--- config.mk ---
export PLATFORM = sky130hd
export DESIGN_NAME = rmq_sqrt_cell
export DESIGN_NICKNAME = d
export VERILOG_FILES = /design/src/rtl/core/rotation_matrix_to_quaternion_unit_macros.svh /design/src/rtl/core/rmq_pkg.sv /design/src/rtl/core/rmq_sqrt_cell.sv
export SDC_FILE = /design/constraint.sdc
export NUM_CORES = 1
export LEC_CHECK = 0
export ABC_AREA = 1
export BUFFER_PORTS_ARGS = -buffer_cell sky130_fd_sc_hd__buf_4
export CORE_ASPECT_RATIO = 0.9
export CORE_UTILIZATION = 30
export DETAILED_ROUTE_END_ITERATION = 8
export GPL_TIMING_DRIVEN = 0
export PLACE_DENSITY_LB_ADDON = 0.08
export SYNTH_ARGS = -nofsm -noshare
export SYNTH_HDL_FRONTEND = slang
export SYNTH_SLANG_ARGS = --single-unit
--- constraint.sdc ---
create_clock -name clk -period 12.8 [get_ports clk]
set_input_delay 1.92 -clock clk [delete_from_list [all_inputs] [get_ports clk]]
set_output_delay 1.92 -clock clk [all_outputs]
set_load 0.02 [all_outputs]
--- src/rtl/core/rotation_matrix_to_quaternion_unit_macros.svh ---
// Assertion macros shared by the rotation matrix to quaternion RTL.
`ifndef ROTATION_MATRIX_TO_QUATERNION_UNIT_MACROS_SVH
`define ROTATION_MATRIX_TO_QUATERNION_UNIT_MACROS_SVH
`ifndef SYNTHESIS
`define RMQ_ASSERT_IMP(label, clk, rst, ante, cons) \
  label: assert property (@(posedge clk) disable iff (rst) (ante) |-> (cons)) \
    else $error("assertion failed: same-cycle implication");
`define RMQ_ASSERT_NXT(label, clk, rst, ante, cons) \
  label: assert property (@(posedge clk) disable iff (rst) (ante) |=> (cons)) \
    else $error("assertion failed: next-cycle implication");
`else
`define RMQ_ASSERT_IMP(label, clk, rst, ante, cons)
`define RMQ_ASSERT_NXT(label, clk, rst, ante, cons)
`endif
`endif

--- src/rtl/core/rmq_pkg.sv ---
// Shared types and helpers for the rotation matrix to quaternion pipeline.
package rmq_pkg;

  // Which quaternion component comes straight from the square root.
  typedef enum logic [1:0] {
    ROOT_W,
    ROOT_X,
    ROOT_Y,
    ROOT_Z
  } root_sel_t;

  // Flow status that each pipeline cell reports to its neighbors.
  typedef struct packed {
    logic in_ready;
    logic out_valid;
  } cell_stat_t;

  // A stage can load when it is empty or its content moves on.
  function automatic logic stage_open(input logic valid, input logic next_ready);
    return !valid || next_ready;
  endfunction

endpackage

--- src/rtl/core/rmq_sqrt_cell.sv ---
// One restoring square root step: retires two radicand bits, yields one root bit.
module rmq_sqrt_cell import rmq_pkg::*; #(
  parameter int FRAC_BITS = 16,
  parameter int SIDE_W    = 8
) (
  input  logic                     clk,
  input  logic                     rst,
  input  logic                     in_valid,
  input  logic                     out_ready,
  output cell_stat_t               stat,
  input  logic [2*FRAC_BITS+3:0]   rad_in,
  input  logic [FRAC_BITS+3:0]     rem_in,
  input  logic [FRAC_BITS+1:0]     root_in,
  input  logic [SIDE_W-1:0]        side_in,
  output logic [2*FRAC_BITS+3:0]   rad,
  output logic [FRAC_BITS+3:0]     rem,
  output logic [FRAC_BITS+1:0]     root,
  output logic [SIDE_W-1:0]        side
);

  localparam int RW = 2 * FRAC_BITS + 4;

  logic                 valid;
  logic [FRAC_BITS+5:0] cur;
  logic [FRAC_BITS+5:0] trial;
  logic [FRAC_BITS+5:0] diff;
  logic                 ge;

  assign stat.in_ready  = stage_open(valid, out_ready);
  assign stat.out_valid = valid;

  assign cur   = {rem_in, rad_in[RW-1 -: 2]};
  assign trial = {2'b00, root_in, 2'b01};
  assign ge    = cur >= trial;
  assign diff  = cur - trial;

  always_ff @(posedge clk) begin
    if (rst) begin
      valid <= 1'b0;
    end else if (stat.in_ready) begin
      valid <= in_valid;
    end
    if (stat.in_ready && in_valid) begin
      rem  <= ge ? diff[FRAC_BITS+3:0] : cur[FRAC_BITS+3:0];
      root <= {root_in[FRAC_BITS:0], ge};
      rad  <= {rad_in[RW-3:0], 2'b00};
      side <= side_in;
    end
  end

endmodule

==> flow_summary.json <==
{
  "dp_hpwl_mm": 7.99,
  "start_util_pct": 30.7,
  "timing.final.crit_share_pct": 33.5,
  "slew_violations": 0,
  "outcome": "complete, but fails checks",
  "r2r_start": "valid",
  "ys_seq_elements": 81,
  "yosysTopAreaCell": "edfxtp_1",
  "hold_ws_ps": 558,
  "drt-total-wl_mm": 10.1,
  "cts_tree": "built",
  "fmax_mhz": 233,
  "fp.coreArea_mm2": 0.0133,
  "required_ps": 10880,
  "cap_viol_max_count": 0,
  "syn_area_per_cell_um2": 9.84,
  "crit_path_start": "out_ready",
  "die-area_mm2": 0.0141,
  "grt_start_max_net_pins": 29,
  "ff_latch_area_mm2": 0.00242,
  "ys_warn_count": 0,
  "drc": 38,
  "p_comb_share_pct": 20.5,
  "power.share.sequential_pct": 41.5,
  "multi_input_area_mm2": 0.00137,
  "synth-seq-area-share_pct": 59.3,
  "dieWidth_um": 125,
  "die_h_um": 113,
  "place.gp.congestion": 0.854,
  "timing.rr.end": "rem[12]",
  "io_pins": 170,
  "rrSetupSlack_ps": 10920,
  "final_cell_mix": "170 x buf_4, 135 x nand2_1, 80 x edfxtp_1",
  "worstSetupStartpointType": "input pin",
  "num_rows": 40,
  "synth_edf_count": 80,
  "p_sw_mw": 0.201,
  "placed_cells": 753,
  "critPathMaxFanout": 2,
  "drive_gt1_share_pct": 34.5,
  "area_growth_pct": 45.6,
  "hold_path_class": "reg -> reg",
  "ant_nets": 0,
  "clk_pin_slew_ps": 60,
  "crit_end": "stat[1]",
  "slew_headroom_pct": 40.5,
  "grt_pass1_vias": 3180,
  "finalSetupViolations": 0,
  "path_class": "in -> out",
  "finalPower_mw": 0.777,
  "antenna_found_initial": 0,
  "fin_skew_ps": 5.32,
  "ys_types": 27,
  "synthFlopType": "edfxtp_1",
  "finalHoldViolCount": 0,
  "clock_path_buffers": 2,
  "p_leak_nw": 2.88,
  "vias_per_cell": 4.31,
  "rsz0062_at_grt": "false",
  "power.share.clock_pct": 38.0,
  "synthCells": 415,
  "min_period_ps": 4290,
  "cts-htree-levels": 3,
  "fin_cells": 768,
  "arrival_ps": 2370,
  "grt_pass1_wl_mm": 16.1,
  "cts_made_buffers": 9,
  "cts-hold-fix-buffers": 0,
  "async_reset_ff_share_pct": 0,
  "intPower_mw": 0.576,
  "cts_sinks": 81,
  "grt_use_total_pct": 15.0,
  "setup-tns-final_ps": 0,
  "grt-ovfl-total": 0,
  "post_cts_resized": 0,
  "worst-slew-pin-transition_ps": 891,
  "end_kind": "output pin",
  "drt_iter0_drc": 207,
  "root_buffer": "clkbuf_16",
  "peakVddDrop_uv": 69.4,
  "synth_top_area_share_pct": 58.8,
  "n_fill_cell": 1335,
  "failed_checks": "design-rule violations",
  "drt_pass1_iterations": 6,
  "cts_setup_buffers": 0,
  "sw_frac_of_total_pct": 25.8,
  "final_util_pct": 44.7,
  "synth_area_leaders": "edfxtp_1 59%, nand2_1 12%, ha_1 6.1%, inv_1 6.0%, nand3_1 3.1%",
  "nets": 702,
  "wl_per_cell_um": 13.2,
  "final_common_cell": "buf_4",
  "portBuffers": 167,
  "synthesis.area_mm2": 0.00408,
  "vias": 3310,
  "n_antenna_cell": 0,
  "reg2reg_depth": 3,
  "power_density_mw_per_mm2": 131,
  "clock_latency_ps": 340
}
[layout make-up]
class	instances	share of cell area, %
sequential	81	40.7
multi-input combinational	263	23.0
timing repair buffer	169	21.8
inverter	66	4.21
clock buffer	9	3.79
tap	168	3.54
clock inverter	6	1.96
buffer	6	1.01
[stage by stage]
step | area (µm²) | setup slack (ps)
after floorplan | 4090 | 6420
after global placement | 5550 | 4540
after detailed placement | 5600 | 8520
after CTS | 5940 | 8520
after global routing | 5940 | 8470
final | 5940 | 8510
[power groups by stage]
stage	clock, mW	sequential (mW)	combinational [mW]
3_3_place_gp	0	0.331	0.158
6_report	0.295	0.322	0.159
2_1_floorplan	0	0.355	0.0659
4_1_cts	0.307	0.323	0.162
3_5_place_dp	0	0.328	0.161
5_1_grt	0.316	0.324	0.176
[logic make-up after synthesis]
group	after synthesis	synth area share (%)
and+or+nand+nor	207	21.5
DFF	81	59.3
buffers and inverters	72	7.60
AOI/OAI and AO/OA	25	3.43
adders and majority gates	20	6.13
xor gates and xnor gates	9	1.93
other	1	0.0918
[Yosys cell counts, types with 4 or more instances]
master / n
a21oi_1: 16
edfxtp_1: 80
ha_1: 20
inv_1: 65
nand2_1: 135
nand2_2: 11
nand3_1: 25
nand3b_1: 4
nor2_1: 23
xor2_1: 7
[worst min path at each step]
stage | start | to | slack [ps] | cells past startpoint
floorplan | valid | valid | 610 | 2
CTS | valid | valid | 560 | 2
global route | valid | valid | 590 | 2
global placement | valid | valid | 480 | 2
finish | valid | valid | 560 | 2
detailed placement | valid | valid | 550 | 2
[metal layers]
metal / routed length [µm] / GRT usage [%] / vias to the layer above / part of all wire [%]
li1: - / - / 1707 / -
met5: 0 / 0 / - / 0
met1: 4540 / 19.3 / 1472 / 45
met2: 4640 / 23.7 / 127 / 46
met4: 56 / 4.96 / 0 / 0.55
met3: 879 / 5.10 / 4 / 8.7
[sequential cells by signal, indices dropped and copies added (netlist names)]
register and count:
valid 1, side 8, rem 20, rad 34, root 18
[worst max-delay path: stages]
cell and delay, ps:
buf_4 100, inv_1 90, nand2_1 80, buf_4 160
(Power assumes the default switching activity.)
