### config.mk
export PLATFORM = sky130hd
export DESIGN_NAME = rmq_div_cell
export DESIGN_NICKNAME = d
export VERILOG_FILES = /design/src/rtl/core/rotation_matrix_to_quaternion_unit_macros.svh /design/src/rtl/core/rmq_pkg.sv /design/src/rtl/core/rmq_div_cell.sv
export SDC_FILE = /design/constraint.sdc
export NUM_CORES = 1
export LEC_CHECK = 0
export ABC_AREA = 1
export ABC_CLOCK_PERIOD_IN_PS = 9800
export BUFFER_PORTS_ARGS = -buffer_cell sky130_fd_sc_hd__clkbuf_2
export CAP_MARGIN = 20
export CORE_MARGIN = 2
export CORE_UTILIZATION = 40
export DETAILED_ROUTE_END_ITERATION = 10
export GPL_ROUTABILITY_DRIVEN = 0
export GPL_TIMING_DRIVEN = 0
export PLACE_DENSITY = 0.7
export SYNTH_ARGS = -nofsm -noshare
export SYNTH_HDL_FRONTEND = slang
export SYNTH_SLANG_ARGS = --single-unit
export TNS_END_PERCENT = 50
### constraint.sdc
create_clock -name clk -period 9.8 [get_ports clk]
set_clock_uncertainty 0.05 [all_clocks]
set_input_delay 0 -clock clk [delete_from_list [all_inputs] [get_ports clk]]
set_output_delay 0 -clock clk [all_outputs]
set_load 0.01 [all_outputs]
### src/rtl/core/rotation_matrix_to_quaternion_unit_macros.svh
// Assertion macros shared by the rotation matrix to quaternion RTL.
`ifndef ROTATION_MATRIX_TO_QUATERNION_UNIT_MACROS_SVH
`define ROTATION_MATRIX_TO_QUATERNION_UNIT_MACROS_SVH
`ifndef SYNTHESIS
`define RMQ_ASSERT_IMP(label, clk, rst, ante, cons) \
  label: assert property (@(posedge clk) disable iff (rst) (ante) |-> (cons)) \
    else $error("assertion failed: same-cycle implication");
`define RMQ_ASSERT_NXT(label, clk, rst, ante, cons) \
  label: assert property (@(posedge clk) disable iff (rst) (ante) |=> (cons)) \
    else $error("assertion failed: next-cycle implication");
`else
`define RMQ_ASSERT_IMP(label, clk, rst, ante, cons)
`define RMQ_ASSERT_NXT(label, clk, rst, ante, cons)
`endif
`endif

### src/rtl/core/rmq_pkg.sv
// Shared types and helpers for the rotation matrix to quaternion pipeline.
package rmq_pkg;

  // Which quaternion component comes straight from the square root.
  typedef enum logic [1:0] {
    ROOT_W,
    ROOT_X,
    ROOT_Y,
    ROOT_Z
  } root_sel_t;

  // Flow status that each pipeline cell reports to its neighbors.
  typedef struct packed {
    logic in_ready;
    logic out_valid;
  } cell_stat_t;

  // A stage can load when it is empty or its content moves on.
  function automatic logic stage_open(input logic valid, input logic next_ready);
    return !valid || next_ready;
  endfunction

endpackage

### src/rtl/core/rmq_div_cell.sv
// One restoring division step for three lanes sharing one divisor.
module rmq_div_cell import rmq_pkg::*; #(
  parameter int FRAC_BITS = 16,
  parameter int SIDE_W    = 8
) (
  input  logic                   clk,
  input  logic                   rst,
  input  logic                   in_valid,
  input  logic                   out_ready,
  output cell_stat_t             stat,
  input  logic [FRAC_BITS+2:0]   dv_in,
  input  logic [FRAC_BITS+2:0]   rem_in [3],
  input  logic [FRAC_BITS+2:0]   nlo_in [3],
  input  logic [FRAC_BITS+2:0]   quo_in [3],
  input  logic [SIDE_W-1:0]      side_in,
  output logic [FRAC_BITS+2:0]   dv,
  output logic [FRAC_BITS+2:0]   rem [3],
  output logic [FRAC_BITS+2:0]   nlo [3],
  output logic [FRAC_BITS+2:0]   quo [3],
  output logic [SIDE_W-1:0]      side
);

  localparam int NW = FRAC_BITS + 3;

  logic          valid;
  logic [NW:0]   cur  [3];
  logic [NW:0]   diff [3];
  logic          ge   [3];

  assign stat.in_ready  = stage_open(valid, out_ready);
  assign stat.out_valid = valid;

  always_comb begin
    for (int l = 0; l < 3; l++) begin
      cur[l]  = {rem_in[l], nlo_in[l][NW-1]};
      ge[l]   = cur[l] >= {1'b0, dv_in};
      diff[l] = cur[l] - {1'b0, dv_in};
    end
  end

  always_ff @(posedge clk) begin
    if (rst) begin
      valid <= 1'b0;
    end else if (stat.in_ready) begin
      valid <= in_valid;
    end
    if (stat.in_ready && in_valid) begin
      dv   <= dv_in;
      side <= side_in;
      for (int l = 0; l < 3; l++) begin
        rem[l] <= ge[l] ? diff[l][NW-1:0] : cur[l][NW-1:0];
        nlo[l] <= {nlo_in[l][NW-2:0], 1'b0};
        quo[l] <= {quo_in[l][NW-2:0], ge[l]};
      end
    end
  end

endmodule

==> impl_metrics.tcl, run 1 <==
set metrics [dict create \
    outcome "finished, final reports clean" \
    dieArea_sq_um 27000 \
    netlist.area_leader.share_pct 56.9 \
    grt_max_degree 32 \
    relSlewSlack_pct 61.2 \
    synth_common_cells "nand2_1 (389), edfxtp_1 (195), inv_1 (136)" \
    drive_gt1_share_pct 27.4 \
    postLayoutCoreUtil_pct 61.1 \
    drt_iter0_markers 561 \
    h-tree-depth 4 \
    synth_seq_cells 196 \
    netlist_area_sq_um 10300 \
    cpLargestDelayFamily "buffers and inverters" \
    antenna_found_initial 5 \
    fin_crit_sh_pct 25.4 \
    maxCapViolations 0 \
    r2r_cells 6 \
    yosysSeqAreaShare_pct 57.1 \
    min_path_cells 3 \
    vdd_ir_drop_max_uv 122 \
    worst_slew_pin_slew_ns 0.581 \
    power_frac_seq_pct 44.5 \
    crit_top_cell "nand3_1" \
    setup_tns_ns 0 \
    finalNetCount 1958 \
    num_rows 58 \
    cts_buffers 17 \
    dieHeight_um 164 \
    routed_wl_mm 34.2 \
    io_buffers 395 \
    drv_slew 0 \
    clk_pin_slew_worst_paths_ns 0.08 \
    cts.path.max_buffers 2 \
    synth.top_cells.by_area "edfxtp_1 (57%), nand2_1 (14%), ha_1 (6.9%)" \
    hold_class "in -> reg" \
    grt_pass1_vias 9495 \
    cp-startpoint "dv_in[0]" \
    via_per_inst 4.78 \
    final_hold_viol_count 0 \
    drc 0 \
    io_pins 402 \
    rsz0062_at_grt "false" \
    p_switching_w 0.000714 \
    slowest_stage "dlygate4sd3_1" \
    ys_async_sr_fraction_pct 0 \
    cts_root_buf "clkbuf_16" \
    synth.avg_cell_area_sq_um 9.54 \
    yosysTopAreaCell "edfxtp_1" \
    holdCritStartpoint "in_valid" \
    wl_per_cell_um 16.7 \
    internal_power_w 0.00159 \
    path_max_fanout 10 \
    end_kind "register" \
    synth_ff_type "edfxtp_1" \
    max_stage_delay_ns 0.53 \
    post_cts_buffers 0 \
    cp.buffers_inverters 5 \
    num_vias 9781 \
    postRouteAntennaNets 0 \
    crit_type "in -> reg" \
    switching_share_pct 31.0 \
    cp.depth 15 \
    p_clk_share_pct 32.0 \
    leakagePower_nw 7.55 \
    dieWidth_um 164 \
    grt.overflow.total 0 \
    first_pass_iters 5 \
    timing.critical_path.from_type "input pin" \
    reg2reg_from "valid" \
    clock_sinks 196 \
    worstPathRequired_ns 9.94 \
    met3_usage_pct 5.42 \
    setup_viol 0 \
    max_freq_mhz 402 \
    top_usage_layer "met2" \
    power_density_nw_per_um2 149 \
    syn_to_final_growth_pct 50.0 \
    core_sq_um 25300 \
    synth_edf_count 195 \
    global_route.usage.met2_pct 44.0 \
    min_period_ns 2.49 \
    grtUsageMet1_pct 29.5 \
    crit_chain "dlygate4sd3_1, clkbuf_2, ha_1, fa_1, inv_1, nand3_1, nand3_1, nand3_1, nand3_1, nand2_1, nand2_4, inv_4, buf_6, nand2_2, nand2_1" \
    syn_inst 1079 \
    grt_use_total_pct 24.8 \
    synthMostInstantiatedCell "nand2_1" \
    cts_tree "built" \
    power.share.combinational_pct 23.5 \
    synth_cell_types 29 \
    start_util_pct 40.7 \
    arrival_ns 2.62 \
    grt_pass1_wl_mm 50.5 \
    clk_latency_ns 0.43 \
    yosysWarnings 0 \
    hpwlAfterDp_mm 25.5 \
]
## placed cells by master (no fill, tap or decap), types with 6 or more instances in the layout
| cell type | instances |
|---|---|
| clkbuf_16 | 17 |
| dlygate4sd3_1 | 194 |
| nor3_1 | 19 |
| nor2_1 | 71 |
| edfxtp_1 | 195 |
| xor2_1 | 21 |
| nand2_2 | 9 |
| xnor2_1 | 9 |
| diode_2 | 6 |
| inv_1 | 136 |
| nand3b_1 | 15 |
| nand3_1 | 62 |
| nand2_1 | 389 |
| clkbuf_2 | 395 |
| buf_6 | 8 |
| ha_1 | 57 |
| o21ai_0 | 16 |
| a21oi_1 | 35 |
## logic make-up after synthesis
| logic type | share of synthesized area (%) |
|---|---|
| adders and majority gates | 7.52 |
| AOI/OAI and AO/OA | 3.06 |
| DFF | 57.1 |
| and+or+nand+nor | 23.3 |
| other | 0.0364 |
| xor gates and xnor gates | 2.55 |
| buffers and inverters | 6.38 |
## sequential cells by signal, summed over array words and instances (netlist names)
register	count
valid	1
dv	19
rem	57
side	8
quo	57
nlo	54
## final timing paths
check | slack (ns) | endpoint
max | 7.31 | rem[42]
max reg2reg | 7.45 | quo[2]
min reg2reg | 0.74 | dv[17]
min | 0.02 | dv[17]
## repair_timing
action / 4_1_cts / 5_1_grt
hold buffers: 193 / 1
gates resized for setup: 0 / 0
endpoints found under the hold margin: 192 / 1
## power by group through the flow
stage          Clock, W  Combinational, W  Sequential, W
6_report       0.000737          0.000540        0.00103
2_1_floorplan         0          0.000243        0.00109
4_1_cts        0.000747          0.000537        0.00102
3_3_place_gp          0          0.000453        0.00105
5_1_grt        0.000781          0.000598        0.00103
3_5_place_dp          0          0.000470        0.00104
## routing by layer
metal  part of all wire [%]  vias up
met1                     39     4496
met3                    7.5       63
met4                    3.0        0
met5                      0        -
li1                       -     4795
met2                     50      427
## stage by stage
step	setup WS, ns	area, sq um	hold slack, ns	total power (W)	std cells
CTS	7.30	15400	0.00457	0.00231	2038
floorplan	3.56	10300	0.0191	0.00133	1081
global route	7.18	15400	0.0238	0.00241	2044
global placement	1.31	12700	0.111	0.00151	1806
finish	7.31	15400	0.0165	0.00230	2045
detailed placement	7.40	12900	0.119	0.00151	1813
## worst reg2reg max path, stage by stage, from the launching register on
cell     delay (ns)
dfxtp_1        0.36
a21oi_4        0.51
buf_16         0.26
buf_16         0.20
buf_12         0.23
buf_12         0.24
buf_16         0.21
## final cells by class
class | count | area [sq um]
Fill cell | 2044 | 9820
Sequential cell | 196 | 5880
Timing Repair Buffer | 596 | 4080
Multi-Input combinational cell | 733 | 3770
Inverter | 139 | 529
Clock buffer | 17 | 425
Tap cell | 330 | 413
Clock inverter | 15 | 190
Buffer | 13 | 128
Antenna cell | 6 | 15.0
(Power assumes the default switching activity.)
==> inputs of run 2 (changes only) <==
Settings changed: ABC_CLOCK_PERIOD_IN_PS 9800 to 2300, PLACE_DENSITY 0.7 to 0.68.
Clock period 9.8 ns to 2.3 ns, I/O delays scaled along.
==> impl_metrics.tcl, run 2 (synthesis gave the netlist of run 1 again) <==
set metrics [dict create \
    timing.critical_path.from_type "input pin" \
    num_vias 9906 \
    grt_use_total_pct 24.9 \
    arrival_ns 2.38 \
    cts.path.max_buffers 2 \
    vdd_ir_drop_max_uv 464 \
    cts_root_buf "clkbuf_16" \
    drive_gt1_share_pct 30.1 \
    drv_slew 0 \
    reg.largest.list "quo: 57 flops, rem: 57 flops, nlo: 54 flops" \
    maxCapViolations 0 \
    final_cell_mix "clkbuf_2 (393), nand2_1 (384), edfxtp_1 (195)" \
    dieArea_sq_um 27000 \
    r2r_cells 4 \
    core_sq_um 25300 \
    p_clk_share_pct 31.8 \
    grt.overflow.total 0 \
    first_pass_iters 5 \
    relSlewSlack_pct 36.7 \
    hold_end "quo[3]" \
    syn_to_final_growth_pct 53.7 \
    clk_latency_ns 0.42 \
    fin_area_sq_um 15800 \
    setup_ws_ns 0.0592 \
    io_buffers 395 \
    finalNetCount 1970 \
    outcome "finished, final reports clean" \
    crit_type "in -> reg" \
    reg2reg_slack_ns 0.14 \
    grt_pass1_wl_mm 50.8 \
    final_common_cell "clkbuf_2" \
    antenna_found_initial 3 \
    hpwlAfterDp_mm 26.0 \
    power_frac_seq_pct 43.9 \
    internal_power_w 0.00685 \
    via_per_inst 4.82 \
    grt_pass1_vias 9619 \
    leakagePower_nw 7.59 \
    rsz0062_at_grt "true" \
    switching_share_pct 31.1 \
    drc 0 \
    dieHeight_um 164 \
    worst_slew_pin_slew_ns 0.947 \
    fin_crit_sh_pct 97.4 \
    pre_cts_ws_ns -0.107 \
    cts_tree "built" \
    postLayoutCoreUtil_pct 62.6 \
    final_hold_viol_count 0 \
    min_period_ns 2.24 \
    wl_per_cell_um 17.1 \
    p_switching_w 0.00310 \
    hold-worst-slack_ns 0.0609 \
    h-tree-depth 4 \
    min_path_cells 3 \
    cts_buffers 17 \
    holdCritStartpoint "in_valid" \
    path_max_fanout 10 \
    max_freq_mhz 446 \
    clock_sinks 196 \
    setup_viol 0 \
    start_util_pct 40.7 \
    postPlaceCellArea_sq_um 12900 \
    end_kind "register" \
    power.share.combinational_pct 24.3 \
    power_density_nw_per_um2 629 \
    grt_max_degree 32 \
    reg2reg_from "valid" \
    num_rows 58 \
    io_pins 402 \
    reg2reg_to "nlo[54]" \
    dieWidth_um 164 \
    drt_iter0_markers 669 \
    clk_pin_slew_worst_paths_ns 0.09 \
    hold_class "in -> reg" \
    fill_cells 2064 \
    routed_wl_mm 35.1 \
    postRouteAntennaNets 0 \
    worstPathRequired_ns 2.44 \
]
==> run 2: cell types whose count changed in the layout (fill, tap and decap cells not counted), sizes merged <==
cell,before,now
diode,6,4
inv,148,145
clkinvlp,0,4
clkbuf,412,410
clkinv,6,5
buf,20,34
==> run 2: repair_timing <==
item                                   4_1_cts  5_1_grt
gates resized for setup                      0       44
endpoints found under the hold margin      193        0
setup endpoints to repair                    0       47
hold buffers                               194        0
setup buffers                                0       13
==> run 2: metrics by stage <==
step           power, W  TNS, ns  cells
6_report        0.00995        0   2055
5_1_grt          0.0104   -0.512   2054
4_1_cts         0.00986        0   2039
3_5_place_dp    0.00645    -1.41   1813
3_3_place_gp    0.00640  -572.05   1806
2_1_floorplan   0.00565  -334.60   1081
==> run 2: worst max-delay path, stage by stage <==
cell and delay (ns):
dlygate4sd3_1 0.53, clkbuf_2 0.11, inv_1 0.30, ha_1 0.36
nand2_1 0.16, inv_1 0.05, nand2_1 0.07, nand2_1 0.07
nand2_1 0.09, nand3_2 0.10, nand2_1 0.09, nand2_2 0.11
buf_6 0.18, nand2_1 0.07, nand2_1 0.08
==> run 2: final cells by class <==
type	count	area (sq um)	share of cell area, %
Antenna cell	4	10.0	0.0633
Buffer	13	128	0.807
Clock buffer	17	425	2.69
Clock inverter	15	194	1.23
Inverter	139	544	3.44
Multi-Input combinational cell	733	4030	25.5
Sequential cell	196	5880	37.2
Tap cell	330	413	2.61
Timing Repair Buffer	608	4190	26.5
==> run 2: routing by layer <==
layer / share of wire (%) / GRT usage (%) / routed length [um] / vias up
li1: - / - / - / 4811
met1: 38 / 28.4 / 13400 / 4600
met2: 52 / 45.7 / 18100 / 420
met3: 6.3 / 4.07 / 2210 / 75
met4: 4.0 / 10.7 / 1410 / 0
met5: 0 / 0 / 0 / -
==> run 2: worst max path at each step <==
stage | startpoint | to | slack [ns] | cells past startpoint
after floorplan | valid | dv[0] | -1.72 | 1
after global placement | valid | rem[42] | -2.95 | 1
after detailed placement | dv_in[0] | rem[9] | -0.11 | 13
after CTS | nlo_in[56] | rem[45] | 0.01 | 16
after global routing | dv_in[6] | rem[28] | -0.06 | 16
final | dv_in[6] | rem[28] | 0.06 | 15
==> run 2: power groups by stage <==
| stage | clock network, W | logic (W) | registers [W] |
|---|---|---|---|
| 2_1_floorplan | 0 | 0.00104 | 0.00461 |
| 3_3_place_gp | 0 | 0.00193 | 0.00447 |
| 3_5_place_dp | 0 | 0.00201 | 0.00444 |
| 4_1_cts | 0.00320 | 0.00229 | 0.00437 |
| 5_1_grt | 0.00333 | 0.00266 | 0.00440 |
| 6_report | 0.00316 | 0.00242 | 0.00437 |
==> inputs of run 3 (changes only) <==
Settings changed: ABC_CLOCK_PERIOD_IN_PS 2300 to 2100, GPL_ROUTABILITY_DRIVEN 0 to default.
Clock period 2.3 ns to 2.1 ns, I/O delays scaled along.
==> impl_metrics.tcl, run 3 (synthesis gave the netlist of run 1 again) <==
set metrics [dict create \
    outcome "finished, final reports clean" \
    start_util_pct 40.7 \
    timing.critical_path.from_type "input pin" \
    crit_chain "dlygate4sd3_1, clkbuf_2, ha_2, nand2_1, inv_1, a21oi_2, nand3_2, nand2_1, nand2_2, buf_12, buf_6, nand2_1, nand2_1" \
    grt_use_total_pct 25.0 \
    setup_ws_ns 0.0848 \
    fin_area_sq_um 15800 \
    end_kind "register" \
    num_rows 58 \
    drv_slew 0 \
    slowest_stage "dlygate4sd3_1" \
    wl_per_cell_um 17.2 \
    dieHeight_um 164 \
    path_max_fanout 10 \
    arrival_ns 2.14 \
    drc 0 \
    clk_latency_ns 0.43 \
    num_vias 9825 \
    fin_crit_sh_pct 96.0 \
    first_pass_iters 5 \
    drive_gt1_share_pct 30.1 \
    power_density_nw_per_um2 687 \
    final_hold_viol_count 0 \
    reg.largest.list "quo: 57 flops, rem: 57 flops, nlo: 54 flops" \
    gp_congestion 0.927 \
    h-tree-depth 4 \
    hold_class "in -> reg" \
    max_stage_delay_ns 0.57 \
    max_freq_mhz 496 \
    syn_to_final_growth_pct 53.8 \
    leakagePower_nw 7.61 \
    drt_iter0_markers 651 \
    crit_type "in -> reg" \
    core_sq_um 25300 \
    cts_buffers 17 \
    worstPathRequired_ns 2.22 \
    pre_cts_ws_ns -0.307 \
    clock_sinks 196 \
    final_cell_mix "clkbuf_2 (393), nand2_1 (383), edfxtp_1 (195), dlygate4sd3_1 (195), inv_1 (134)" \
    grt_max_degree 32 \
    maxCapViolations 0 \
    cts_root_buf "clkbuf_16" \
    postLayoutCoreUtil_pct 62.6 \
    cts_tree "built" \
    via_per_inst 4.79 \
    crit_top_cell "nand2_1" \
    grt_pass1_wl_mm 50.8 \
    clk_pin_slew_worst_paths_ns 0.08 \
    io_buffers 395 \
    antenna_found_initial 1 \
    final_common_cell "clkbuf_2" \
    routed_wl_mm 35.2 \
    postPlaceCellArea_sq_um 12900 \
    dieWidth_um 164 \
    cpLargestDelayFamily "buffers and inverters" \
    io_pins 402 \
    dieArea_sq_um 27000 \
    min_period_ns 2.02 \
    grt.overflow.total 0 \
    cp.buffers_inverters 5 \
    grt_pass1_vias 9520 \
    hpwlAfterDp_mm 26.2 \
    cts.path.max_buffers 2 \
    finalNetCount 1966 \
    postRouteAntennaNets 0 \
    setup_viol 0 \
    vdd_ir_drop_max_uv 382 \
]
run 3: final timing paths:
| check | start | to | slack, ns | depth (start not counted) |
|---|---|---|---|---|
| worst max-delay path | rem_in[29] | rem[28] | 0.08 | 13 |
| worst min-delay path | nlo_in[56] | rem[38] | 0.12 | 6 |
| worst max register to register | valid | rem[0] | 0.43 | 5 |
| worst min register to register | valid | dv[8] | 0.74 | 2 |
run 3: worst reg2reg max path, stage by stage, from the launching register on:
cell,delay [ns]
dfxtp_2,0.35
a21oi_4,0.20
buf_16,0.20
buf_16,0.19
buf_12,0.21
buf_16,0.18
run 3: layout make-up:
type | instances | area (sq um)
Fill cell | 2067 | 9440
Sequential cell | 196 | 5880
Timing Repair Buffer | 604 | 4200
Multi-Input combinational cell | 733 | 4030
Inverter | 139 | 537
Clock buffer | 17 | 425
Tap cell | 330 | 413
Clock inverter | 15 | 193
Buffer | 13 | 128
Antenna cell | 4 | 10.0
run 3: power by group:
group	switching [W]	internal, W
registers	0.0000941	0.00470
logic	0.00150	0.00115
clock network	0.00177	0.00166
total	0.00336	0.00750
run 3: layer usage:
layer	vias up	track usage, %	part of all wire, %
met2	363	47.0	53
met5	-	0	0
met3	48	4.75	6.0
li1	4815	-	-
met4	0	7.55	2.3
met1	4599	28.5	38
run 3: timing repair:
| action | in CTS | in global routing |
|---|---|---|
| hold endpoints to repair | 196 | 2 |
| gates cloned | 0 | 0 |
| pin swaps | 1 | 15 |
| resized for setup | 0 | 51 |
| hold buffers | 195 | 2 |
| setup buffers | 0 | 5 |
| setup endpoints to repair | 1 | 65 |
run 3: per-stage QoR:
step                hold WS (ns)  setup TNS [ns]  std cells  total power (W)
floorplan                 0.0117         -373.60       1081          0.00619
global placement           0.101         -622.83       1806          0.00702
detailed placement         0.110          -11.08       1814          0.00708
CTS                       0.0588               0       2041           0.0108
global route               0.124         -0.0618       2048           0.0114
finish                     0.121               0       2051           0.0109
